File: config.mk
export PLATFORM = sky130hd
export DESIGN_NAME = lru_key_value_cache
export DESIGN_NICKNAME = d
export VERILOG_FILES = /design/src/hw/rtl/lkv_pkg.sv /design/src/hw/rtl/lkv_front.sv /design/src/hw/rtl/lkv_back.sv /design/src/hw/rtl/lru_key_value_cache.sv
export SDC_FILE = /design/constraint.sdc
export NUM_CORES = 2
export LEC_CHECK = 0
export BUFFER_PORTS_ARGS = -buffer_cell sky130_fd_sc_hd__buf_4
export CAP_MARGIN = 10
export CORE_ASPECT_RATIO = 1.1
export CORE_UTILIZATION = 45
export DETAILED_ROUTE_END_ITERATION = 10
export PLACE_DENSITY = 0.7
export SLEW_MARGIN = 20
export SYNTH_ARGS = -nofsm -noshare
export SYNTH_HDL_FRONTEND = slang
export SYNTH_SLANG_ARGS = --single-unit
File: constraint.sdc
create_clock -name clk -period 6.4 [get_ports clk]
set_input_delay 1.28 -clock clk [delete_from_list [all_inputs] [get_ports clk]]
set_output_delay 1.28 -clock clk [all_outputs]
set_load 0.005 [all_outputs]
File: src/hw/rtl/lkv_pkg.sv
// Shared types and constants for the LRU key/value cache.
// Used by lkv_front, lkv_back and lru_key_value_cache; no dependencies.
`timescale 1ns / 1ps

package lkv_pkg;

    localparam int LKV_ENTRIES    = 16;
    localparam int LKV_DATA_W     = 32;
    localparam int LKV_CAP_W      = 5;
    localparam int LKV_CAP_RESET  = 16;
    localparam int LKV_QDEPTH     = 2;
    localparam int LKV_QPW        = 1;
    localparam int LKV_QCW        = 2;
    localparam int LKV_APB_DW     = 32;
    localparam int LKV_ADDR_W     = 3;
    localparam int LKV_REG_IDX_W  = 1;

    localparam logic [LKV_REG_IDX_W-1:0] LKV_REG_CAPACITY = 1'b0;
    localparam logic signed [LKV_DATA_W-1:0] LKV_MISS_VALUE = -32'sd1;

    typedef enum logic
    {
        LKV_OP_GET,
        LKV_OP_PUT
    } lkv_op_e_t;

    typedef enum logic [1:0]
    {
        BK_IDLE,
        BK_MATCH,
        BK_COMMIT
    } lkv_bk_state_t;

    typedef struct packed
    {
        logic                         func;
        logic signed [LKV_DATA_W-1:0] key;
        logic signed [LKV_DATA_W-1:0] value;
    } lkv_in_t;

    typedef struct packed
    {
        logic                         hit;
        logic signed [LKV_DATA_W-1:0] read_value;
    } lkv_out_t;

    typedef struct packed
    {
        lkv_op_e_t                    op;
        logic signed [LKV_DATA_W-1:0] key;
        logic signed [LKV_DATA_W-1:0] value;
    } lkv_cmd_t;

    // queue head as seen by the back end
    typedef struct packed
    {
        logic     valid;
        lkv_cmd_t cmd;
    } lkv_q_t;

endpackage

File: src/hw/rtl/lkv_front.sv
// Front end: accepts input transactions, decodes the operation and queues commands.
// Depends on lkv_pkg.
`timescale 1ns / 1ps

module lkv_front
(
    input  logic             clk,
    input  logic             rst_n,
    input  logic             in_valid,
    output logic             in_ready,
    input  lkv_pkg::lkv_in_t in_item,
    output lkv_pkg::lkv_q_t  q,
    input  logic             pop
);

    lkv_pkg::lkv_cmd_t                 mem [lkv_pkg::LKV_QDEPTH];
    logic [lkv_pkg::LKV_QPW-1:0]       wr_ptr_reg;
    logic [lkv_pkg::LKV_QPW-1:0]       wr_ptr_next;
    logic [lkv_pkg::LKV_QPW-1:0]       rd_ptr_reg;
    logic [lkv_pkg::LKV_QPW-1:0]       rd_ptr_next;
    logic [lkv_pkg::LKV_QCW-1:0]       count_reg;
    logic [lkv_pkg::LKV_QCW-1:0]       count_next;
    logic                              push;
    logic                              do_pop;
    lkv_pkg::lkv_cmd_t                 cmd_in;

    always_comb
    begin
        cmd_in.op    = in_item.func ? lkv_pkg::LKV_OP_PUT : lkv_pkg::LKV_OP_GET;
        cmd_in.key   = in_item.key;
        cmd_in.value = in_item.value;
    end

    assign in_ready = (count_reg != lkv_pkg::LKV_QCW'(lkv_pkg::LKV_QDEPTH));
    assign push     = in_valid && in_ready;
    assign do_pop   = pop && (count_reg != '0);

    always_comb
    begin
        wr_ptr_next = push   ? wr_ptr_reg + lkv_pkg::LKV_QPW'(1) : wr_ptr_reg;
        rd_ptr_next = do_pop ? rd_ptr_reg + lkv_pkg::LKV_QPW'(1) : rd_ptr_reg;
        count_next  = count_reg;
        if (push && !do_pop)
        begin
            count_next = count_reg + lkv_pkg::LKV_QCW'(1);
        end
        else if (do_pop && !push)
        begin
            count_next = count_reg - lkv_pkg::LKV_QCW'(1);
        end
    end

    always_ff @(posedge clk or negedge rst_n)
    begin
        if (!rst_n)
        begin
            wr_ptr_reg <= '0;
            rd_ptr_reg <= '0;
            count_reg  <= '0;
        end
        else
        begin
            wr_ptr_reg <= wr_ptr_next;
            rd_ptr_reg <= rd_ptr_next;
            count_reg  <= count_next;
        end
    end

    always_ff @(posedge clk)
    begin
        if (push)
        begin
            mem[wr_ptr_reg] <= cmd_in;
        end
    end

    always_comb
    begin
        q.valid = (count_reg != '0);
        q.cmd   = mem[rd_ptr_reg];
    end

endmodule

File: src/hw/rtl/lkv_back.sv
// Back end: entry store, parallel key match, age-rank update and output register.
// Depends on lkv_pkg; fed by lkv_front.
`timescale 1ns / 1ps

module lkv_back
#(
    parameter int ENTRIES = lkv_pkg::LKV_ENTRIES
)
(
    input  logic                                    clk,
    input  logic                                    rst_n,
    input  logic [lkv_pkg::LKV_CAP_W-1:0]           cap,
    input  lkv_pkg::lkv_q_t                         q,
    output logic                                    pop,
    output logic                                    out_valid,
    input  logic                                    out_ready,
    output lkv_pkg::lkv_out_t                       out_item,
    output logic [$clog2(ENTRIES+1)-1:0]            occupancy,
    output logic [ENTRIES-1:0]                      entry_valid
);

    localparam int OW = $clog2(ENTRIES + 1);
    localparam int RW = (ENTRIES > 1) ? $clog2(ENTRIES) : 1;
    localparam int LW = (OW > lkv_pkg::LKV_CAP_W) ? OW + 1 : lkv_pkg::LKV_CAP_W + 1;

    lkv_pkg::lkv_bk_state_t               state_reg;
    lkv_pkg::lkv_bk_state_t               state_next;
    lkv_pkg::lkv_cmd_t                    item_reg;

    logic [lkv_pkg::LKV_DATA_W-1:0]       keys_reg [ENTRIES];
    logic signed [lkv_pkg::LKV_DATA_W-1:0] vals_reg [ENTRIES];
    logic [ENTRIES-1:0]                   valid_reg;
    logic [ENTRIES-1:0]                   valid_next;
    logic [RW-1:0]                        rank_reg [ENTRIES];
    logic [RW-1:0]                        rank_next [ENTRIES];
    logic [OW-1:0]                        occ_reg;
    logic [OW-1:0]                        occ_next;

    logic                                 hit_reg;
    logic [RW-1:0]                        hit_idx_reg;
    logic [RW-1:0]                        old_idx_reg;
    logic [RW-1:0]                        free_idx_reg;

    logic                                 out_valid_reg;
    lkv_pkg::lkv_out_t                    out_item_reg;
    lkv_pkg::lkv_out_t                    out_item_next;

    logic [ENTRIES-1:0]                   match_vec;
    logic [RW-1:0]                        hit_idx;
    logic [RW-1:0]                        old_idx;
    logic [RW-1:0]                        free_idx;
    logic [OW-1:0]                        occ_m1;
    logic [LW-1:0]                        limit;
    logic                                 full;
    logic                                 out_free;
    logic                                 commit;
    logic                                 is_put;
    logic [RW-1:0]                        slot;
    logic [RW-1:0]                        hit_rank;

    // ---------------- lookup stage ----------------
    assign occ_m1 = occ_reg - OW'(1);

    always_comb
    begin
        hit_idx  = '0;
        old_idx  = '0;
        free_idx = '0;
        for (int i = 0; i < ENTRIES; i++)
        begin
            match_vec[i] = valid_reg[i] && (keys_reg[i] == item_reg.key);
            if (match_vec[i])
            begin
                hit_idx = hit_idx | RW'(i);
            end
            // valid ranks are distinct 0..occ-1, so the oldest is unique
            if (valid_reg[i] && (rank_reg[i] == occ_m1[RW-1:0]))
            begin
                old_idx = old_idx | RW'(i);
            end
        end
        for (int i = ENTRIES - 1; i >= 0; i--)
        begin
            if (!valid_reg[i])
            begin
                free_idx = RW'(i);
            end
        end
    end

    // ---------------- commit stage ----------------
    always_comb
    begin
        if (cap == '0)
        begin
            limit = LW'(1);
        end
        else if (LW'(cap) > LW'(ENTRIES))
        begin
            limit = LW'(ENTRIES);
        end
        else
        begin
            limit = LW'(cap);
        end
    end

    assign full     = (LW'(occ_reg) >= limit);
    assign out_free = !out_valid_reg || out_ready;
    assign commit   = (state_reg == lkv_pkg::BK_COMMIT) && out_free;
    assign is_put   = (item_reg.op == lkv_pkg::LKV_OP_PUT);
    assign slot     = hit_reg ? hit_idx_reg : (full ? old_idx_reg : free_idx_reg);
    assign hit_rank = rank_reg[hit_idx_reg];

    always_comb
    begin
        valid_next = valid_reg;
        occ_next   = occ_reg;
        for (int i = 0; i < ENTRIES; i++)
        begin
            rank_next[i] = rank_reg[i];
        end
        if (commit)
        begin
            if (hit_reg)
            begin
                for (int i = 0; i < ENTRIES; i++)
                begin
                    if (valid_reg[i] && (RW'(i) != hit_idx_reg) && (rank_reg[i] < hit_rank))
                    begin
                        rank_next[i] = rank_reg[i] + RW'(1);
                    end
                end
                rank_next[hit_idx_reg] = '0;
            end
            else if (is_put)
            begin
                // insert or evict: every other valid entry ages by one
                for (int i = 0; i < ENTRIES; i++)
                begin
                    if (valid_reg[i] && (RW'(i) != slot))
                    begin
                        rank_next[i] = rank_reg[i] + RW'(1);
                    end
                end
                rank_next[slot]  = '0;
                valid_next[slot] = 1'b1;
                if (!full)
                begin
                    occ_next = occ_reg + OW'(1);
                end
            end
        end
    end

    always_comb
    begin
        out_item_next.hit = hit_reg;
        if (is_put)
        begin
            out_item_next.read_value = '0;
        end
        else if (hit_reg)
        begin
            out_item_next.read_value = vals_reg[hit_idx_reg];
        end
        else
        begin
            out_item_next.read_value = lkv_pkg::LKV_MISS_VALUE;
        end
    end

    // ---------------- sequencer ----------------
    always_comb
    begin
        state_next = state_reg;
        pop        = 1'b0;
        case (state_reg)
            lkv_pkg::BK_IDLE:
            begin
                if (q.valid)
                begin
                    pop        = 1'b1;
                    state_next = lkv_pkg::BK_MATCH;
                end
            end
            lkv_pkg::BK_MATCH:
            begin
                state_next = lkv_pkg::BK_COMMIT;
            end
            lkv_pkg::BK_COMMIT:
            begin
                if (out_free)
                begin
                    pop        = q.valid;
                    state_next = q.valid ? lkv_pkg::BK_MATCH : lkv_pkg::BK_IDLE;
                end
            end
            default:
            begin
                state_next = lkv_pkg::BK_IDLE;
            end
        endcase
    end

    always_ff @(posedge clk or negedge rst_n)
    begin
        if (!rst_n)
        begin
            state_reg     <= lkv_pkg::BK_IDLE;
            valid_reg     <= '0;
            occ_reg       <= '0;
            out_valid_reg <= 1'b0;
            for (int i = 0; i < ENTRIES; i++)
            begin
                rank_reg[i] <= '0;
            end
        end
        else
        begin
            state_reg <= state_next;
            valid_reg <= valid_next;
            occ_reg   <= occ_next;
            for (int i = 0; i < ENTRIES; i++)
            begin
                rank_reg[i] <= rank_next[i];
            end
            if (commit)
            begin
                out_valid_reg <= 1'b1;
            end
            else if (out_ready)
            begin
                out_valid_reg <= 1'b0;
            end
        end
    end

    always_ff @(posedge clk)
    begin
        if (pop)
        begin
            item_reg <= q.cmd;
        end
        if (state_reg == lkv_pkg::BK_MATCH)
        begin
            hit_reg      <= |match_vec;
            hit_idx_reg  <= hit_idx;
            old_idx_reg  <= old_idx;
            free_idx_reg <= free_idx;
        end
        if (commit)
        begin
            out_item_reg <= out_item_next;
            if (is_put)
            begin
                vals_reg[slot] <= item_reg.value;
                if (!hit_reg)
                begin
                    keys_reg[slot] <= item_reg.key;
                end
            end
        end
    end

    assign out_valid   = out_valid_reg;
    assign out_item    = out_item_reg;
    assign occupancy   = occ_reg;
    assign entry_valid = valid_reg;

endmodule

File: src/hw/rtl/lru_key_value_cache.sv
// LRU key/value cache: top level with the capacity register and its APB port.
// Depends on lkv_pkg, lkv_front and lkv_back.
//
// Usage:
//   Input channel (in_valid/in_ready/in_item) carries get (func 0) or put (func 1)
//   transactions with a 32-bit key and value. Output channel (out_valid/out_ready/
//   out_item) returns one transaction per input: hit, and read_value (stored value
//   on get hit, -1 on get miss, 0 on put).
//   When the block is empty, an accepted input passes the command queue, then the
//   back end MATCH and COMMIT states, before out_valid rises. The back end finishes
//   one transaction (parallel key compare, store and age-rank update) before the next.
//   A 2-entry command queue sits between the front end and the back end, so
//   input transactions keep being accepted while a result waits in the output
//   register. When out_ready stays low the result holds, the back end stops
//   and the queue fills, after which in_ready drops.
//   Reset clears all valid marks, age ranks and occupancy and sets the capacity
//   register (address 0) to 16. No clearing pass is needed. Capacity must be written
//   over APB only while no transaction is in flight; the block does not enforce this.
`timescale 1ns / 1ps

module lru_key_value_cache
#(
    parameter int ENTRIES = lkv_pkg::LKV_ENTRIES
)
(
    input  logic                              clk,
    input  logic                              rst_n,
    input  logic                              in_valid,
    output logic                              in_ready,
    input  lkv_pkg::lkv_in_t                  in_item,
    output logic                              out_valid,
    input  logic                              out_ready,
    output lkv_pkg::lkv_out_t                 out_item,
    input  logic                              psel,
    input  logic                              penable,
    input  logic                              pwrite,
    input  logic [lkv_pkg::LKV_ADDR_W-1:0]    paddr,
    input  logic [lkv_pkg::LKV_APB_DW-1:0]    pwdata,
    output logic [lkv_pkg::LKV_APB_DW-1:0]    prdata,
    output logic                              pready
);

    localparam int OW = $clog2(ENTRIES + 1);

    logic [lkv_pkg::LKV_CAP_W-1:0]       cap_reg;
    logic [lkv_pkg::LKV_CAP_W-1:0]       cap_next;
    logic [lkv_pkg::LKV_REG_IDX_W-1:0]   reg_idx;
    logic                                cfg_wr;
    lkv_pkg::lkv_q_t                     q;
    logic                                pop;
    logic [OW-1:0]                       occupancy;
    logic [ENTRIES-1:0]                  entry_valid;

    assign pready  = 1'b1;
    assign reg_idx = paddr[lkv_pkg::LKV_ADDR_W-1:2];
    assign cfg_wr  = psel && penable && pwrite && pready;

    always_comb
    begin
        cap_next = cap_reg;
        if (cfg_wr && (reg_idx == lkv_pkg::LKV_REG_CAPACITY))
        begin
            cap_next = pwdata[lkv_pkg::LKV_CAP_W-1:0];
        end
    end

    always_comb
    begin
        if (reg_idx == lkv_pkg::LKV_REG_CAPACITY)
        begin
            prdata = lkv_pkg::LKV_APB_DW'(cap_reg);
        end
        else
        begin
            prdata = '0;
        end
    end

    always_ff @(posedge clk or negedge rst_n)
    begin
        if (!rst_n)
        begin
            cap_reg <= lkv_pkg::LKV_CAP_W'(lkv_pkg::LKV_CAP_RESET);
        end
        else
        begin
            cap_reg <= cap_next;
        end
    end

    lkv_front u_front
    (
        .clk      (clk),
        .rst_n    (rst_n),
        .in_valid (in_valid),
        .in_ready (in_ready),
        .in_item  (in_item),
        .q        (q),
        .pop      (pop)
    );

    lkv_back
    #(
        .ENTRIES (ENTRIES)
    )
    u_back
    (
        .clk         (clk),
        .rst_n       (rst_n),
        .cap         (cap_reg),
        .q           (q),
        .pop         (pop),
        .out_valid   (out_valid),
        .out_ready   (out_ready),
        .out_item    (out_item),
        .occupancy   (occupancy),
        .entry_valid (entry_valid)
    );

`ifndef SYNTHESIS
    a_occ_matches_valid: assert property (@(posedge clk) disable iff (!rst_n)
        $countones(entry_valid) == int'(occupancy))
        else $error("occupancy does not match valid entry count");

    a_occ_bound: assert property (@(posedge clk) disable iff (!rst_n)
        int'(occupancy) <= ENTRIES)
        else $error("occupancy above entry count");

    a_cap_write: assert property (@(posedge clk) disable iff (!rst_n)
        (cfg_wr && (reg_idx == lkv_pkg::LKV_REG_CAPACITY))
        |=> (cap_reg == $past(pwdata[lkv_pkg::LKV_CAP_W-1:0])))
        else $error("capacity register not updated by write");
`endif

endmodule

After elaboration in Yosys (flattened, before gate mapping)
Memories as Yosys holds them, arrays and structs flattened. A register that Yosys moved wholly into a read port is not among the register bits.
Cells that the tools add are included.
Widths: inputs -> output; s select.
{ "totals": {"input_bits": 107, "elab_cells": 467, "mem_count": 3, "regBits": 143, "mem_bits_rw": 1154} }
{ "op_classes": {"reduce_logical": 116, "eq_ne": 66, "mux": 187, "order_cmp": 24, "n_bitwise": 10, "addsub": 22} }
{ "mem_list": {"columns": ["name", "depth", "word_bits", "rd", "rd_clocked_by_memory_dff", "wr", "line", "text"], "rows": [
  ["u_back.keys_reg", 16, 32, 16, 0, 1, "lkv_back.sv:30", "logic [lkv_pkg::LKV_DATA_W-1:0] keys_reg [ENTRIES];"],
  ["u_back.vals_reg", 16, 32, 1, 0, 1, "lkv_back.sv:31", "logic signed [lkv_pkg::LKV_DATA_W-1:0] vals_reg [ENTRIES];"],
  ["u_front.mem", 2, 65, 1, 1, 1, "lkv_front.sv:16", "lkv_pkg::lkv_cmd_t mem [lkv_pkg::LKV_QDEPTH];"]
]} }
{ "op_table": {"columns": ["op", "n"], "rows": [
  ["$eq 32x32->1", 16],
  ["$mux 4", 126],
  ["$and 64x64->64", 2],
  ["$mux 64", 2],
  ["$not 64->64", 2],
  ["$logic_and 1x1->1", 90],
  ["$add 4x1->4 const B", 16],
  ["$lt 4x4->1", 16],
  ["$ne 4x4->1 const A", 16],
  ["$eq 4x4->1", 15],
  ["$mux 3", 12],
  ["$demux 4 s4", 2],
  ["$mux 32", 1],
  ["$ne 3x4->1 const A", 8],
  ["$mux 2", 14],
  ["$mux 1", 23],
  ["$bmux 4 s4", 1],
  ["$ne 2x4->1 const A", 4],
  ["$or 16x16->16", 1],
  ["$reduce_or 16->1", 1],
  ["$reduce_or 8->1", 2],
  ["$ge 5x5->1 const B", 2],
  ["$lt 5x1->1 const B", 2],
  ["$mux 5", 2],
  ["other kinds (32)", 49]
]} }

Longest topological paths before layout
{ "logic_depth": {"ltp_word": 15, "mapped_depth": 15, "depth_no_buf": 12} }

Modules after synthesis
Synthesis repeated with hierarchy kept, for this count alone.
{ "unflattened": {"cells_unflattened": 3446, "area_unflattened_um2": 58335.9} }
{ "by_module_without_submodules": {"columns": ["mod", "n_inst", "cells_each", "area_per_inst_um2", "seq_area_each_um2"], "rows": [
  ["lkv_back", 1, 3180, 52821.9, 36284.8],
  ["lkv_front", 1, 220, 5046.1, 4003.8],
  ["lru_key_value_cache", 1, 46, 467.9, 126.4]
]} }

Worst setup path after synthesis
Ideal clock, no wire load.
{ "synth_timing": {"kind": "input to register", "startpoint": "input port out_ready", "endpoint": "register u_front.count_reg[1] (netlist name)", "setup_slack_ns": -1.022, "path_buffers": 0, "setup_ns": 0.079, "path_stages": 7, "t_arrival_ns": 7.343, "path_cell_list": "nor2b_1 a211oi_1 inv_1 ha_1 xor2_1 nor2_1 xor2_1"} }
{ "synth_via": {"elab_chain_len": 7, "word_cells_on_any_way": 9, "classes_between": "mux: 3; reduce/logical: 6"} }
{ "synth_lines": {"columns": ["item", "line", "text"], "rows": [
  ["start: declaration", "lru_key_value_cache.sv:32", "input logic out_ready,"],
  ["$logic_or 1x1->1 *", "lkv_back.sv:109", "assign out_free = !out_valid_reg || out_ready;"],
  ["$mux 1 *", "lkv_back.sv:193", "if (out_free)"],
  ["$pmux 1 s2 *", "lkv_back.sv:178", "case (state_reg)"],
  ["via pop", "lru_key_value_cache.sv:50", "logic pop;"],
  ["$logic_and 1x1->1 *", "lkv_front.sv:36", "assign do_pop = pop && (count_reg != '0);"],
  ["$logic_not 1->1", "lkv_front.sv:43", "if (push && !do_pop)"],
  ["$logic_and 1x1->1", "lkv_front.sv:43", null],
  ["$mux 2 / $reduce_bool 2->1 (equally long branches)", null, null],
  ["end signal: assignment", "lkv_front.sv:65", "count_reg <= count_next;"],
  ["end: declaration", "lkv_front.sv:21", "logic [lkv_pkg::LKV_QCW-1:0] count_reg;"]
]} }
Mark *: on every way through the listed nets, which the timed path passes. The rest lies on a longest branch.
A chain may end at the register's enable or synchronous reset.

Worst setup path in the final report
{ "layout_timing": {"startpoint": "register u_back.hit_idx_reg[0]", "endpoint": "register u_back.rank_reg[15] (netlist name)"} }
{ "layout_via": {"elab_chain_len": 11, "word_cells_on_any_way": 35, "classes_between": "order compare: 5; eq/ne: 2; mux: 17; bitwise: 6; reduce/logical: 5"} }
{ "layout_lines": {"columns": ["item", "line", "text"], "rows": [
  ["start: declaration", "lkv_back.sv:40", "logic [RW-1:0] hit_idx_reg;"],
  ["start signal: assignment", "lkv_back.sv:248", "hit_idx_reg <= hit_idx;"],
  ["$not 4->5 (implied by the code)", "lkv_back.sv:113, lkv_back.sv:134", null],
  ["$bmux 4 s4", "lkv_back.sv:113", "assign hit_rank = rank_reg[hit_idx_reg];"],
  ["$mux 4 (implied by the code) (2 in a row)", "lkv_back.sv:113", null],
  ["$lt 4x4->1", "lkv_back.sv:129", "if (valid_reg[i] && (RW'(i) != hit_idx_reg) && (rank_reg[i] < hit_rank))"],
  ["$logic_and 1x1->1", "lkv_back.sv:129", null],
  ["$mux 4", "lkv_back.sv:129", null],
  ["$mux 4", "lkv_back.sv:125", "if (hit_reg)"],
  ["$mux 4", "lkv_back.sv:123", "if (commit)"],
  ["$and 64x64->64 (no source line)", null, null],
  ["$mux 64 *", "lkv_back.sv:125", null],
  ["end signal: indexed assignment", "lkv_back.sv:226", "rank_reg[i] <= rank_next[i];"],
  ["end: declaration", "lkv_back.sv:34", "logic [RW-1:0] rank_reg [ENTRIES];"]
]} }
Every way passes the cells marked *; elsewhere a longest branch is shown, timed or not. The select of a mux whose other input is x is not followed.

==> results_dict.tcl <==
set metrics [dict create \
    final_antenna_net_count 0 \
    clockBufferDepth 3 \
    antenna_found_initial 2 \
    rsz0062_at_grt "no" \
    setup_tns_ns 0 \
    crit_fanout 16 \
    vias 31400 \
    syn_inst 3480 \
    clk_latency_ns 0.77 \
    ys_ff_latch 1362 \
    synth_compound_area_share_pct 3.73 \
    leakagePower_nw 21.4 \
    cts-htree-levels 4 \
    drcViolationCount 0 \
    post-route-util_pct 51.4 \
    synthDistinctLibCells 86 \
    ys_seq_area_share_pct 69.6 \
    path_clk_slew_ns 0.07 \
    vias_per_cell 5.75 \
    synth-edff-count 1265 \
    outcome "complete, no violations" \
    die_y_um 379 \
    cp-start-kind "register" \
    fillers 10000 \
    synth_top_area_share_pct 65.4 \
    core_um2 127000 \
    ys.flop_type "edfxtp_1" \
    synthAdderAreaFrac_pct 1.55 \
    synthArstFlopShare_pct 7.12 \
    grt_pass1_vias 31000 \
    first_pass_iters 6 \
    slew_headroom_pct 21.3 \
    synth_xor_area_share_pct 8.85 \
    setup_violations 0 \
    dieArea_um2 131000 \
    grt_overflow 0 \
    cts_sinks 1362 \
    totalPowerFinal_mw 30.4 \
    post_cts.repair.setup_buffers 0 \
    cp-end-kind "register" \
    synth_top_cell_by_area "edfxtp_1" \
    busiest_layer "met2" \
    cts-root-buf "clkbuf_16" \
    io_buffers 117 \
    slew_viol_final 0 \
    syn2layout_area_growth_pct 12.7 \
    drt_iter0_drc 3064 \
    start_util_pct 45.6 \
    power-per-cell-area_nw_per_um2 465 \
    hold_ws_ns 0.485 \
    met3_usage_pct 3.80 \
    grt_pass1_wl_um 199000 \
    worstSetupPathType "register to register" \
    post-route-period-util_pct 71.5 \
    yosys-top-cells-count "edfxtp_1, xnor2_1, mux4_2" \
    die_w_um 345 \
    syn_area_um2 58100 \
    max_cap_violations 0 \
    yosys-top-cells-area "edfxtp_1, mux4_2, xnor2_1, dfrtp_1, xor2_1" \
    synth.avg_cell_area_um2 16.7 \
    final_hold_viol_count 0 \
    io_pins 175 \
    gr-usage-met1_pct 29.2 \
    hold_class "register to register" \
    arrival_ns 5.24 \
    rows 137 \
    synth_warnings 0 \
    grt_usage_pct 20.7 \
    gp_congestion 0.904 \
    critPathRequiredTime_ns 7.06 \
    ctsHoldBuffers 0 \
    drive_above_1_share_pct 19.8 \
    irDropWorstVdd_mv 0.335 \
    numCtsBuffers 135 \
    hpwl_um 78600 \
    use_met2_pct 32.4 \
    nets 3854 \
    ctsResizeCount 0 \
    cts_tree "built" \
    worst_clock_skew_ns 0.0278 \
    synth_top_family_by_area "XOR/XNOR gates" \
    worst_slew_pin_slew_ns 1.18 \
    grt_max_degree 67 \
    fmax_ghz 0.218 \
    period_needed_ns 4.58 \
    synthSimpleGateAreaFrac_pct 5.46 \
    wl_per_cell_um 24.5 \
    synthMuxAreaShare_pct 8.65 \
    routed_wl_um 134000 \
    yosysMostFrequentCell "edfxtp_1" \
]
layout by cell type, fill, tap and decap left out, drive strengths merged, types with 28 or more instances in the layout:
| cell | count |
|---|---|
| edfxtp | 1265 |
| dfrtp | 96 |
| a21oi | 49 |
| xnor2 | 436 |
| nor4 | 48 |
| mux4 | 177 |
| clkinv | 51 |
| buf | 235 |
| ha | 72 |
| nand3 | 59 |
| clkbuf | 172 |
| nor2 | 169 |
| o21ai | 77 |
| nand4 | 121 |
| nor3 | 42 |
| inv | 62 |
| conb | 28 |
| xor2 | 151 |
| nand2 | 92 |
| mux2 | 80 |
power breakdown:
group | internal [mW] | switching [mW] | total [mW]
Clock | 4.32 | 3.35 | 7.67
Sequential | 12.0 | 1.27 | 13.2
Combinational | 3.70 | 5.85 | 9.54
Total | 20.0 | 10.5 | 30.4
stage by stage:
stage / cells / cell area, µm² / setup slack, ns
floorplan: 3506 / 58200 / 0.0458
global placement: 5206 / 61200 / 1.50
detailed placement: 5206 / 61200 / 1.44
CTS: 5453 / 65500 / 1.73
global route: 5453 / 65500 / 1.52
finish: 5454 / 65500 / 1.82
final cells by class:
| type | count | area [µm²] | area share, % |
|---|---|---|---|
| antenna | 1 | 2.50 | 0.00382 |
| clock buffer | 172 | 3580 | 5.46 |
| clock inverter | 75 | 701 | 1.07 |
| inverter | 52 | 195 | 0.298 |
| multi-input combinational | 1889 | 16700 | 25.5 |
| sequential | 1362 | 40400 | 61.7 |
| tap | 1668 | 2090 | 3.19 |
| timing repair buffer | 235 | 1790 | 2.74 |
critical path, cell delays in order, from the launching register on:
cell and delay (ns):
edfxtp_1 1.03, mux4_2 0.64, mux4_2 0.46, inv_1 0.34, buf_4 0.31, ha_1 0.28, a21o_1 0.16, a2111oi_0 0.54
o21a_1 0.27, a22oi_1 0.15, o31ai_1 0.28
logic make-up (layout without fill, tap and decap cells):
group | after synthesis | in the layout
compound gates | 307 | 307
xor+xnor | 587 | 587
fa+ha+maj | 72 | 72
buf+inv | 255 | 534
flops | 1362 | 1362
mux | 270 | 270
other cells | 2 | 29
simple gates | 625 | 625
layer usage:
layer	share of wire, %	routed length, µm	vias up
met5	0.0090	12	-
met4	2.6	3530	2
met3	7.3	9710	231
met2	47	63200	1255
met1	43	57300	16100
li1	-	-	13700
path summary, 6_finish.rpt:
path / start / end / slack, ns / depth (start not counted)
min reg2reg: u_back.occupancy[4] / u_back.occupancy[4] / 0.48 / 1
min: u_back.occupancy[4] / u_back.occupancy[4] / 0.48 / 1
max in group asynchronous: rst_n / u_front.rd_ptr_reg / 4.46 / 2
min in group asynchronous: rst_n / cap_reg[3] / 0.53 / 1
max reg2reg: u_back.hit_idx_reg[0] / u_back.rank_reg[15] / 1.82 / 10
max: u_back.hit_idx_reg[0] / u_back.rank_reg[15] / 1.82 / 10
(Power assumes the default switching activity.)
